==> src/design/dpw_pkg.sv <==
// shared types and register codes for the depth pixel to world point block
package dpw_pkg;

	// configuration register indexes
	localparam int unsigned CFG_IDX_W = 4;
	localparam logic [CFG_IDX_W-1:0] REG_PRINCIPAL_X_HALF = 4'd0;
	localparam logic [CFG_IDX_W-1:0] REG_PRINCIPAL_Y_HALF = 4'd1;
	localparam logic [CFG_IDX_W-1:0] REG_INV_FOCAL_X      = 4'd2;
	localparam logic [CFG_IDX_W-1:0] REG_INV_FOCAL_Y      = 4'd3;
	localparam logic [CFG_IDX_W-1:0] REG_INV_DEPTH_SCALE  = 4'd4;
	localparam logic [CFG_IDX_W-1:0] REG_POSE_ROW_X       = 4'd5;
	localparam logic [CFG_IDX_W-1:0] REG_POSE_ROW_Y       = 4'd6;
	localparam logic [CFG_IDX_W-1:0] REG_POSE_ROW_Z       = 4'd7;

	// register reset values
	localparam logic [12:0] RST_PRINCIPAL_X_HALF = 13'd651;
	localparam logic [12:0] RST_PRINCIPAL_Y_HALF = 13'd507;
	localparam logic [23:0] RST_INV_FOCAL_X      = 24'd32388;
	localparam logic [23:0] RST_INV_FOCAL_Y      = 24'd32326;
	localparam logic [23:0] RST_INV_DEPTH_SCALE  = 24'd16777;
	localparam logic [63:0] RST_POSE_ROW_X       = 64'h4000_0000_0000_0000;
	localparam logic [63:0] RST_POSE_ROW_Y       = 64'h0000_4000_0000_0000;
	localparam logic [63:0] RST_POSE_ROW_Z       = 64'h0000_0000_4000_0000;

	// camera-frame point width (Q.16 metres, signed)
	localparam int unsigned CAM_W = 47;

	// live configuration seen by the datapath
	typedef struct packed {
		logic [12:0] principal_x_half;
		logic [12:0] principal_y_half;
		logic [23:0] inv_focal_x;
		logic [23:0] inv_focal_y;
		logic [23:0] inv_depth_scale;
		logic [63:0] pose_row_x;
		logic [63:0] pose_row_y;
		logic [63:0] pose_row_z;
	} cfg_t;

	// camera point word between back-projection and pose transform
	typedef struct packed {
		logic signed [CAM_W-1:0] cx;
		logic signed [CAM_W-1:0] cy;
		logic [31:0] z16;
		logic [7:0] blue;
		logic [7:0] green;
		logic [7:0] red;
	} cam_pt_t;

	// world point word at the output
	typedef struct packed {
		logic signed [31:0] world_x;
		logic signed [31:0] world_y;
		logic signed [31:0] world_z;
		logic [7:0] blue;
		logic [7:0] green;
		logic [7:0] red;
	} world_pt_t;

endpackage

==> src/design/dpw_cfg.sv <==
// configuration register file for the depth pixel to world point block
module dpw_cfg (
	input  logic clk,
	input  logic arst_n,
	input  logic cfg_valid,
	output logic cfg_ready,
	input  logic [dpw_pkg::CFG_IDX_W-1:0] cfg_index,
	input  logic [63:0] cfg_data,
	output dpw_pkg::cfg_t cfg
);

	dpw_pkg::cfg_t cfg_q;

	// writes are always accepted
	assign cfg_ready = 1'b1;
	assign cfg = cfg_q;

	// register decode, unknown indexes are dropped
	always_ff @(posedge clk or negedge arst_n) begin
		if (!arst_n) begin
			cfg_q.principal_x_half <= dpw_pkg::RST_PRINCIPAL_X_HALF;
			cfg_q.principal_y_half <= dpw_pkg::RST_PRINCIPAL_Y_HALF;
			cfg_q.inv_focal_x      <= dpw_pkg::RST_INV_FOCAL_X;
			cfg_q.inv_focal_y      <= dpw_pkg::RST_INV_FOCAL_Y;
			cfg_q.inv_depth_scale  <= dpw_pkg::RST_INV_DEPTH_SCALE;
			cfg_q.pose_row_x       <= dpw_pkg::RST_POSE_ROW_X;
			cfg_q.pose_row_y       <= dpw_pkg::RST_POSE_ROW_Y;
			cfg_q.pose_row_z       <= dpw_pkg::RST_POSE_ROW_Z;
		end else if (cfg_valid && cfg_ready) begin
			case (cfg_index)
				dpw_pkg::REG_PRINCIPAL_X_HALF: cfg_q.principal_x_half <= cfg_data[12:0];
				dpw_pkg::REG_PRINCIPAL_Y_HALF: cfg_q.principal_y_half <= cfg_data[12:0];
				dpw_pkg::REG_INV_FOCAL_X:      cfg_q.inv_focal_x <= cfg_data[23:0];
				dpw_pkg::REG_INV_FOCAL_Y:      cfg_q.inv_focal_y <= cfg_data[23:0];
				dpw_pkg::REG_INV_DEPTH_SCALE:  cfg_q.inv_depth_scale <= cfg_data[23:0];
				dpw_pkg::REG_POSE_ROW_X:       cfg_q.pose_row_x <= cfg_data;
				dpw_pkg::REG_POSE_ROW_Y:       cfg_q.pose_row_y <= cfg_data;
				dpw_pkg::REG_POSE_ROW_Z:       cfg_q.pose_row_z <= cfg_data;
				default: begin
				end
			endcase
		end
	end

endmodule

==> config.mk <==
export PLATFORM = sky130hd
export DESIGN_NAME = dpw_cfg
export DESIGN_NICKNAME = d
export VERILOG_FILES = /design/src/design/dpw_pkg.sv /design/src/design/dpw_cfg.sv
export SDC_FILE = /design/constraint.sdc
export NUM_CORES = 1
export LEC_CHECK = 0
export BUFFER_PORTS_ARGS = -buffer_cell sky130_fd_sc_hd__buf_2
export CAP_MARGIN = 15
export CORE_MARGIN = 2
export CORE_UTILIZATION = 50
export CTS_CLUSTER_DIAMETER = 100
export DETAILED_ROUTE_END_ITERATION = 12
export PLACE_DENSITY_LB_ADDON = 0.08
export REMOVE_ABC_BUFFERS = 1
export SLEW_MARGIN = 20
export SYNTH_ARGS = -nofsm -noshare
export SYNTH_HDL_FRONTEND = slang
export SYNTH_SLANG_ARGS = --single-unit
==> constraint.sdc <==
create_clock -name clk -period 0.9 [get_ports clk]
set_input_delay 0.18 -clock clk [delete_from_list [all_inputs] [get_ports clk]]
set_output_delay 0.18 -clock clk [all_outputs]
set_load 0.01 [all_outputs]
After elaboration in Yosys (flattened, before gate mapping)
Index checks and enable logic that the tools add are counted.
{"block": "totals", "ram_bits": 0, "mem_bits_ro": 0, "out_inout_bits": 291, "wordCells": 24, "latchBits": 0, "ff_bits": 290, "inputBits": 71, "n_memories": 0}
{"block": "classes", "add_sub_neg": 0, "magnitude_cmp": 0, "n_mux": 0, "div": 0, "shift": 0, "n_eq_ne": 7, "bitwise_logic": 0, "n_mul": 0, "reduce_logical": 9}
{"op": "equality test 4 x 3 -> 1 bit, second input constant", "count": 4}
{"op": "AND reduction 2 bit", "count": 8}
{"op": "equality test 4 x 2 -> 1 bit, second input constant", "count": 2}
{"op": "equality test 4 x 1 -> 1 bit, second input constant", "count": 1}
{"op": "logical NOT 4 bit", "count": 1}

Logic depth before layout (Yosys ltp)
Gate-level depths: netlist of run 1.
{"block": "logic_depth", "word_depth": 2, "ltp_mapped": 5, "depth_no_buf": 3}

Least setup slack after synthesis of run 1
Ideal clock, no wire load.
{"block": "synth_timing", "kind": "input to register", "startpoint": "input port cfg_index[3] (netlist bit)", "endpoint": "register cfg_q (netlist bit cfg[100])", "setup_ps": 125, "path_slack_ps": -448, "cell_stages": 5, "path_buffers": 2, "t_required_ps": 775, "t_arrival_ps": 1223, "cell_sequence": "nand3b_4 -> nor3b_1 -> buf_2 -> buf_4 -> mux2_2"}
{"block": "synth_between", "elab_chain_cells": 2}
{"item": "start: declaration", "line_no": "dpw_cfg.sv:7", "text": "input logic [dpw_pkg::CFG_IDX_W-1:0] cfg_index,"}
{"item": "equality test 4 x 3 -> 1 bit", "line_no": "dpw_cfg.sv:30", "text": "case (cfg_index)"}
{"item": "AND reduction 2 bit (no source line)"}
{"item": "end: declaration", "line_no": "dpw_cfg.sv:12", "text": "dpw_pkg::cfg_t cfg_q;"}
Every way passes these cells.
A chain may end at the register's enable or synchronous reset.

Worst setup path after layout of run 1
{"block": "layout_timing", "startpoint": "register cfg_q (netlist bit cfg[242])", "endpoint": "output port cfg[242] (netlist bit)"}
{"item": "end: declaration", "line_no": "dpw_cfg.sv:9", "text": "output dpw_pkg::cfg_t cfg"}
No word-level cell between the ends.

==> results of run 1 <==
[per-stage QoR]
stage / hold slack, ns / utilization, %
5_1_grt: 0.01323 / 85.05
3_5_place_dp: 0.08467 / 62.22
3_3_place_gp: 0.08459 / 62.22
6_report: 0.02183 / 85.05
2_1_floorplan: -0.1156 / -
4_1_cts: 0.007504 / 79.31
[routing by layer]
metal  part of all wire, %  GRT usage (%)  vias to the layer above
met1                    39          35.71                     4182
li1                      -              -                     3397
met5                     0              0                        -
met4                   3.8          10.86                        0
met3                   6.3          7.102                       89
met2                    51          47.00                      318
[worst paths after layout]
check	slack (ns)	end	start	depth (start not counted)
max in group asynchronous	0.18	cfg[268]	arst_n	3
max	-0.48	cfg[242]	cfg[242]	1
max reg2reg	-0.14	cfg[134]	cfg[134]	3
min in group asynchronous	0.11	cfg[152]	arst_n	2
min	0.02	cfg[67]	cfg_data[3]	2
min reg2reg	0.50	cfg[241]	cfg[241]	1
[layout make-up]
cell class / instances / area (um2) / area share [%]
tap: 280 / 350.3 / 1.905
sequential: 290 / 7305 / 39.72
clock buffer: 42 / 854.6 / 4.647
timing repair buffer: 593 / 5587 / 30.38
clock inverter: 10 / 85.08 / 0.4627
multi-input combinational: 303 / 4208 / 22.88
[timing repair]
action	4_1_cts	5_1_grt
setup endpoints to repair	466	550
gates resized for setup	316	178
setup buffers	41	91
gates cloned	16	5
pin swaps	3	5
hold endpoints to repair	470	0
hold buffers	58	0
[logic make-up after synthesis]
family                 Yosys count  share of synthesized area, %
multiplexers                   290                         29.88
flip-flops                     290                         66.83
buffers and inverters           31                         2.313
AND/OR/NAND/NOR                 12                        0.9388
other                            1                       0.03431
[cell usage after synthesis]
master,n
mux2_2,285
dfrtp_1,252
dfstp_2,38
buf_2,11
buf_6,11
buf_4,8
mux2_1,5
nand2_1,2
nor3b_1,2
and3_2,1
clkbuf_8,1
conb_1,1
nand2b_1,1
nand3b_1,1
nand3b_2,1
nand3b_4,1
nor2_1,1
nor2_4,1
nor3b_2,1
[power by group through the flow]
stage	sequential, mW	combinational, mW	clock, mW
finish	18.6	14.4	12.0
global route	18.8	15.1	12.6
CTS	18.2	12.0	12.0
detailed placement	18.0	9.05	0
global placement	17.9	8.89	0
floorplan	19.5	2.76	0
==> results.py, run 1 <==
metrics = {
    "worst_setup_path": {
        "cpMaxStageDelayCell": "dfstp_2",
        "cp_num_buf_inv": 1,
        "cp_max_fo": 2,
        "cp_top_family": "flip-flops",
        "worstPathArrival_ns": 1.20,
        "crit_required_ns": 0.72,
        "max_stage_delay_ns": 0.55,
        "start_kind": "register",
        "crit_path_end_kind": "output pin",
        "worstPathCellList": "buf_6",
        "criticalPathCategory": "reg -> out",
    },
    "outcome": {
        "status": "complete, but fails checks",
        "violations": "negative setup slack",
    },
    "sta": {
        "fin_crit_sh_pct": 152.9,
        "fin_skew_ns": 0,
        "fin_ws_ns": -0.4760,
        "finalSetupTns_ns": -134.21,
        "setup_viol": 524,
        "hold_violations": 0,
        "rsz0062_at_grt": "yes",
        "slew_viol_final": 0,
        "fmax_mhz": 726.7,
        "fin_crit_ns": 1.376,
    },
    "floorplanning": {
        "die_h_um": 151.8,
        "dieArea_um2": 23060,
        "core_um2": 21620,
        "ios": 362,
        "start_util_pct": 50.55,
        "rows": 54,
        "die_w_um": 151.8,
    },
    "power_and_ir_drop": {
        "power.total_mw": 44.94,
        "leakagePower_nw": 9.020,
        "p_comb_share_pct": 32.1,
        "power_switching_share_pct": 28.26,
        "vdd.ir_drop.worst_v": 0.001988,
        "p_sw_mw": 12.70,
        "p_seq_share_pct": 41.3,
        "p_clk_share_pct": 26.6,
        "power_density_nw_per_um2": 2444,
        "p_int_mw": 32.24,
    },
    "cells_and_area": {
        "largest_reg_flops": 290,
        "fill_cells": 1024,
        "area_delta_synth_final_pct": 68.25,
        "drive_gt1_share_pct": 74.15,
        "layout_commonest_cell": "dfrtp_1",
        "n_antenna_cell": 0,
        "final_cell_area_um2": 18390,
        "final_cell_mix": "dfrtp_1 (252), mux2_4 (211), buf_2 (202)",
        "final_cells": 1518,
        "finish.net_count": 1288,
    },
    "logic_synthesis": {
        "netlist.area_leader.share_pct": 57.70,
        "ys_ff_latch": 290,
        "syn_area_per_cell_um2": 17.51,
        "synth_cell_types": 19,
        "yosysSeqAreaShare_pct": 66.83,
        "synthesis.area_um2": 10930,
        "ys_warn_count": 0,
        "yosysTopAreaCell": "dfrtp_1",
        "syn_inst": 624,
        "synth_area_leaders": "dfrtp_1 (58%), mux2_2 (29%), dfstp_2 (9.1%), buf_6 (1.1%), buf_4 (0.55%)",
    },
    "routing": {
        "wl_per_cell_um": 24.43,
        "num_vias": 7986,
        "drt_wl_total_um": 37090,
        "drc": 0,
        "via_per_inst": 5.261,
        "firstDrtPassIters": 4,
        "ant_nets": 0,
        "drt-initial-drc-count": 277,
    },
    "placement": {
        "dpl_worst_slack_ns": -0.7275,
        "placed_area_um2": 13450,
        "finalWeightedCongestion": 0.7769,
        "io_buffers": 360,
        "place_inst": 1278,
        "hpwl_um": 19200,
    },
    "clock_tree": {
        "htreeDepth": 1,
        "clock_sinks": 290,
        "clk_latency_ns": 0.53,
        "path_clk_slew_ns": 0.06,
        "cts_buffer_depth": 3,
        "cts.root.buffer_cell": "clkbuf_16",
        "cts_made_buffers": 29,
        "cts_tree": "built",
    },
    "grt": {
        "overflow": 0,
        "grt_usage_pct": 28.17,
        "grt_pass1_wl_um": 50700,
        "grt_pass1_vias": 8226,
        "antenna_found_initial": 0,
        "grt_max_degree": 31,
    },
    "job": {
        "cap_violations": 0,
    },
    "hold_path": {
        "min_path_type": "in -> reg",
    },
}
No activity file was read; power rests on OpenSTA's default activity.
==> inputs of run 2 (changes only) <==
--- a/config.mk
+++ b/config.mk
@@ -5,9 +5,9 @@
 export SDC_FILE = /design/constraint.sdc
 export NUM_CORES = 1
 export LEC_CHECK = 0
+export ABC_AREA = 1
 export BUFFER_PORTS_ARGS = -buffer_cell sky130_fd_sc_hd__buf_2
 export CAP_MARGIN = 15
-export CORE_MARGIN = 2
 export CORE_UTILIZATION = 50
 export CTS_CLUSTER_DIAMETER = 100
 export DETAILED_ROUTE_END_ITERATION = 12
==> run 2 against run 1 <==
Against the previous run: the flow still finishes with violations (negative setup slack); utilization down 5.7 points; combinational power down 9.7%; critical path type unchanged; global-route usage up 3.8 points.
==> results.py, run 2 <==
metrics = {
    "outcome": {
        "status": "complete, but fails checks",
        "violations": "negative setup slack",
    },
    "worst_setup_path": {
        "worstPathCellList": "buf_6",
        "cp_max_fo": 2,
        "cp.depth": 1,
        "max_stage_delay_ns": 0.56,
        "criticalPathCategory": "reg -> out",
        "cpMaxStageDelayCell": "dfstp_2",
        "cp_num_buf_inv": 1,
        "crit_required_ns": 0.72,
        "start_kind": "register",
        "r2r_cells": 5,
        "cp_top_family": "flip-flops",
        "crit_path_end_kind": "output pin",
        "worstPathArrival_ns": 1.21,
    },
    "grt": {
        "grt_max_degree": 43,
        "grt_usage_pct": 31.99,
        "grt_pass1_vias": 11160,
        "antenna_found_initial": 2,
        "overflow": 0,
        "grt_pass1_wl_um": 60530,
    },
    "cells_and_area": {
        "finish.net_count": 2017,
        "fill_cells": 1490,
        "final_cells": 2284,
        "drive_gt1_share_pct": 35.65,
        "final_cell_mix": "nand2_1 (735), dfrtp_1 (252), buf_2 (221)",
        "area_delta_synth_final_pct": 54.05,
        "largest_reg_flops": 290,
        "final_cell_area_um2": 18190,
        "layout_commonest_cell": "nand2_1",
    },
    "placement": {
        "place_inst": 2006,
        "dpl_worst_slack_ns": -0.3869,
        "hpwl_um": 24360,
        "finalWeightedCongestion": 0.8169,
        "placed_area_um2": 14450,
        "io_buffers": 360,
    },
    "clock_tree": {
        "htreeDepth": 1,
        "cts_buffer_depth": 3,
        "clk_latency_ns": 0.55,
        "path_clk_slew_ns": 0.06,
        "cts_tree": "built",
        "clock_sinks": 290,
        "cts.root.buffer_cell": "clkbuf_16",
        "cts_made_buffers": 30,
    },
    "routing": {
        "drt-initial-drc-count": 750,
        "wl_met1_um": 15870,
        "drt_wl_total_um": 40530,
        "via_per_inst": 5.039,
        "wl_met3_um": 3214,
        "met2_length_um": 19860,
        "num_vias": 11510,
        "top_layer": "met4",
        "ant_nets": 0,
        "wl_per_cell_um": 17.75,
        "drc": 0,
        "firstDrtPassIters": 5,
    },
    "sta": {
        "fin_crit_sh_pct": 154.4,
        "setup_viol": 291,
        "hold_slack_ns": 0.09688,
        "fin_crit_ns": 1.389,
        "hold_violations": 0,
        "fin_skew_ns": 0,
        "slew_viol_final": 0,
        "rsz0062_at_grt": "yes",
        "fmax_mhz": 719.8,
        "fin_ws_ns": -0.4894,
    },
    "logic_synthesis": {
        "syn_inst": 1341,
        "synth_edf_count": 0,
        "ys_ff_latch": 290,
        "synthFlopType": "dfrtp_1",
        "synth_area_leaders": "dfrtp_1 (53%), nand2_1 (23%), dfstp_2 (8.5%), o21bai_1 (4.1%), nand4_1 (3.2%)",
        "syn_area_per_cell_um2": 8.807,
        "synth_cell_types": 18,
        "synthesis.area_um2": 11810,
        "netlist.area_leader.share_pct": 53.40,
        "yosysSeqAreaShare_pct": 61.85,
        "ys_warn_count": 0,
        "synth_most_common_cell": "nand2_1",
        "yosysTopAreaCell": "dfrtp_1",
        "synthArstFlopShare_pct": 100.0,
        "ys_top_cells_by_count": "nand2_1 (738), dfrtp_1 (252), inv_1 (67)",
    },
    "floorplanning": {
        "rows": 55,
        "die_h_um": 155.7,
        "ios": 362,
        "dieArea_um2": 24240,
        "die_w_um": 155.7,
        "core_um2": 22920,
        "start_util_pct": 51.54,
    },
    "hold_path": {
        "min_path_type": "in -> async",
    },
    "power_and_ir_drop": {
        "power_density_nw_per_um2": 2410,
        "leakagePower_nw": 10.09,
        "vdd.ir_drop.worst_v": 0.001871,
    },
    "job": {
        "cap_violations": 0,
    },
}
## run 2: changes by cell type after synthesis, sizes merged, moves of 7 or more
cell,change
o21bai,+64
clkbuf,+24
nor2,+7
nand3,+19
inv,+70
mux2,-290
buf,+34
nand2,+736
nand4,+61
## run 2: what timing repair did
| action | CTS | global route |
|---|---|---|
| hold buffers | 65 | 0 |
| pin swaps | 0 | 2 |
| buffers inserted | 74 | 83 |
| endpoints found under the hold margin | 539 | 0 |
| gates resized for setup | 150 | 31 |
| gates cloned | 0 | 0 |
| endpoints found under the setup margin | 290 | 292 |
## run 2: power breakdown
part / leakage [nW] / switching [mW] / internal [mW] / total [mW]
Clock: 0.513 / 5.12 / 7.75 / 12.9
Sequential: 3.55 / 1.88 / 16.1 / 17.9
Combinational: 6.02 / 5.99 / 7.05 / 13.0
Total: 10.1 / 13.0 / 30.9 / 43.9
## run 2: cells by family (layout without fill, tap and decap cells)
family	after synthesis	after routing	share of synthesized area [%]
buffers and inverters	159	787	5.848
AO/OA/AOI/OAI	64	64	4.068
other	1	3	0.03175
AND/OR/NAND/NOR	827	827	28.20
flip-flops	290	290	61.85
## run 2: final cells by class
class	count	area (um2)	area share (%)
Clock inverter	6	80.08	0.4401
Timing Repair Buffer	662	5350	29.41
Inverter	70	262.8	1.444
Antenna cell	2	5.005	0.02751
Multi-Input combinational cell	892	3846	21.14
Sequential cell	290	7305	40.15
Clock buffer	49	953.4	5.240
Tap cell	313	391.6	2.153
## run 2: per-stage QoR
step	total power [mW]	setup TNS, ns	util (%)
after floorplan	21.70	-423.78	-
after global placement	26.37	-90.08	63.05
after detailed placement	26.61	-95.33	63.05
after CTS	42.15	-109.39	75.91
after global routing	45.84	-115.84	79.39
final	43.85	-106.86	79.39
## run 2: layer usage
| layer | global-route usage (%) | vias up |
|---|---|---|
| met3 | 6.833 | 103 |
| met4 | 12.32 | 0 |
| met2 | 53.94 | 500 |
| li1 | - | 5332 |
| met5 | 0 | - |
| met1 | 40.49 | 5574 |
## run 2: worst paths after layout
path                                    from       end  slack (ns)
worst max-delay path                cfg[222]  cfg[222]       -0.49
worst min-delay path                  arst_n   cfg[96]         0.1
worst max register to register       cfg[87]   cfg[87]       -0.05
worst min register to register       cfg[29]   cfg[29]        0.46
max in group asynchronous             arst_n  cfg[245]        0.21
min in group clk                cfg_index[1]  cfg[272]        0.13
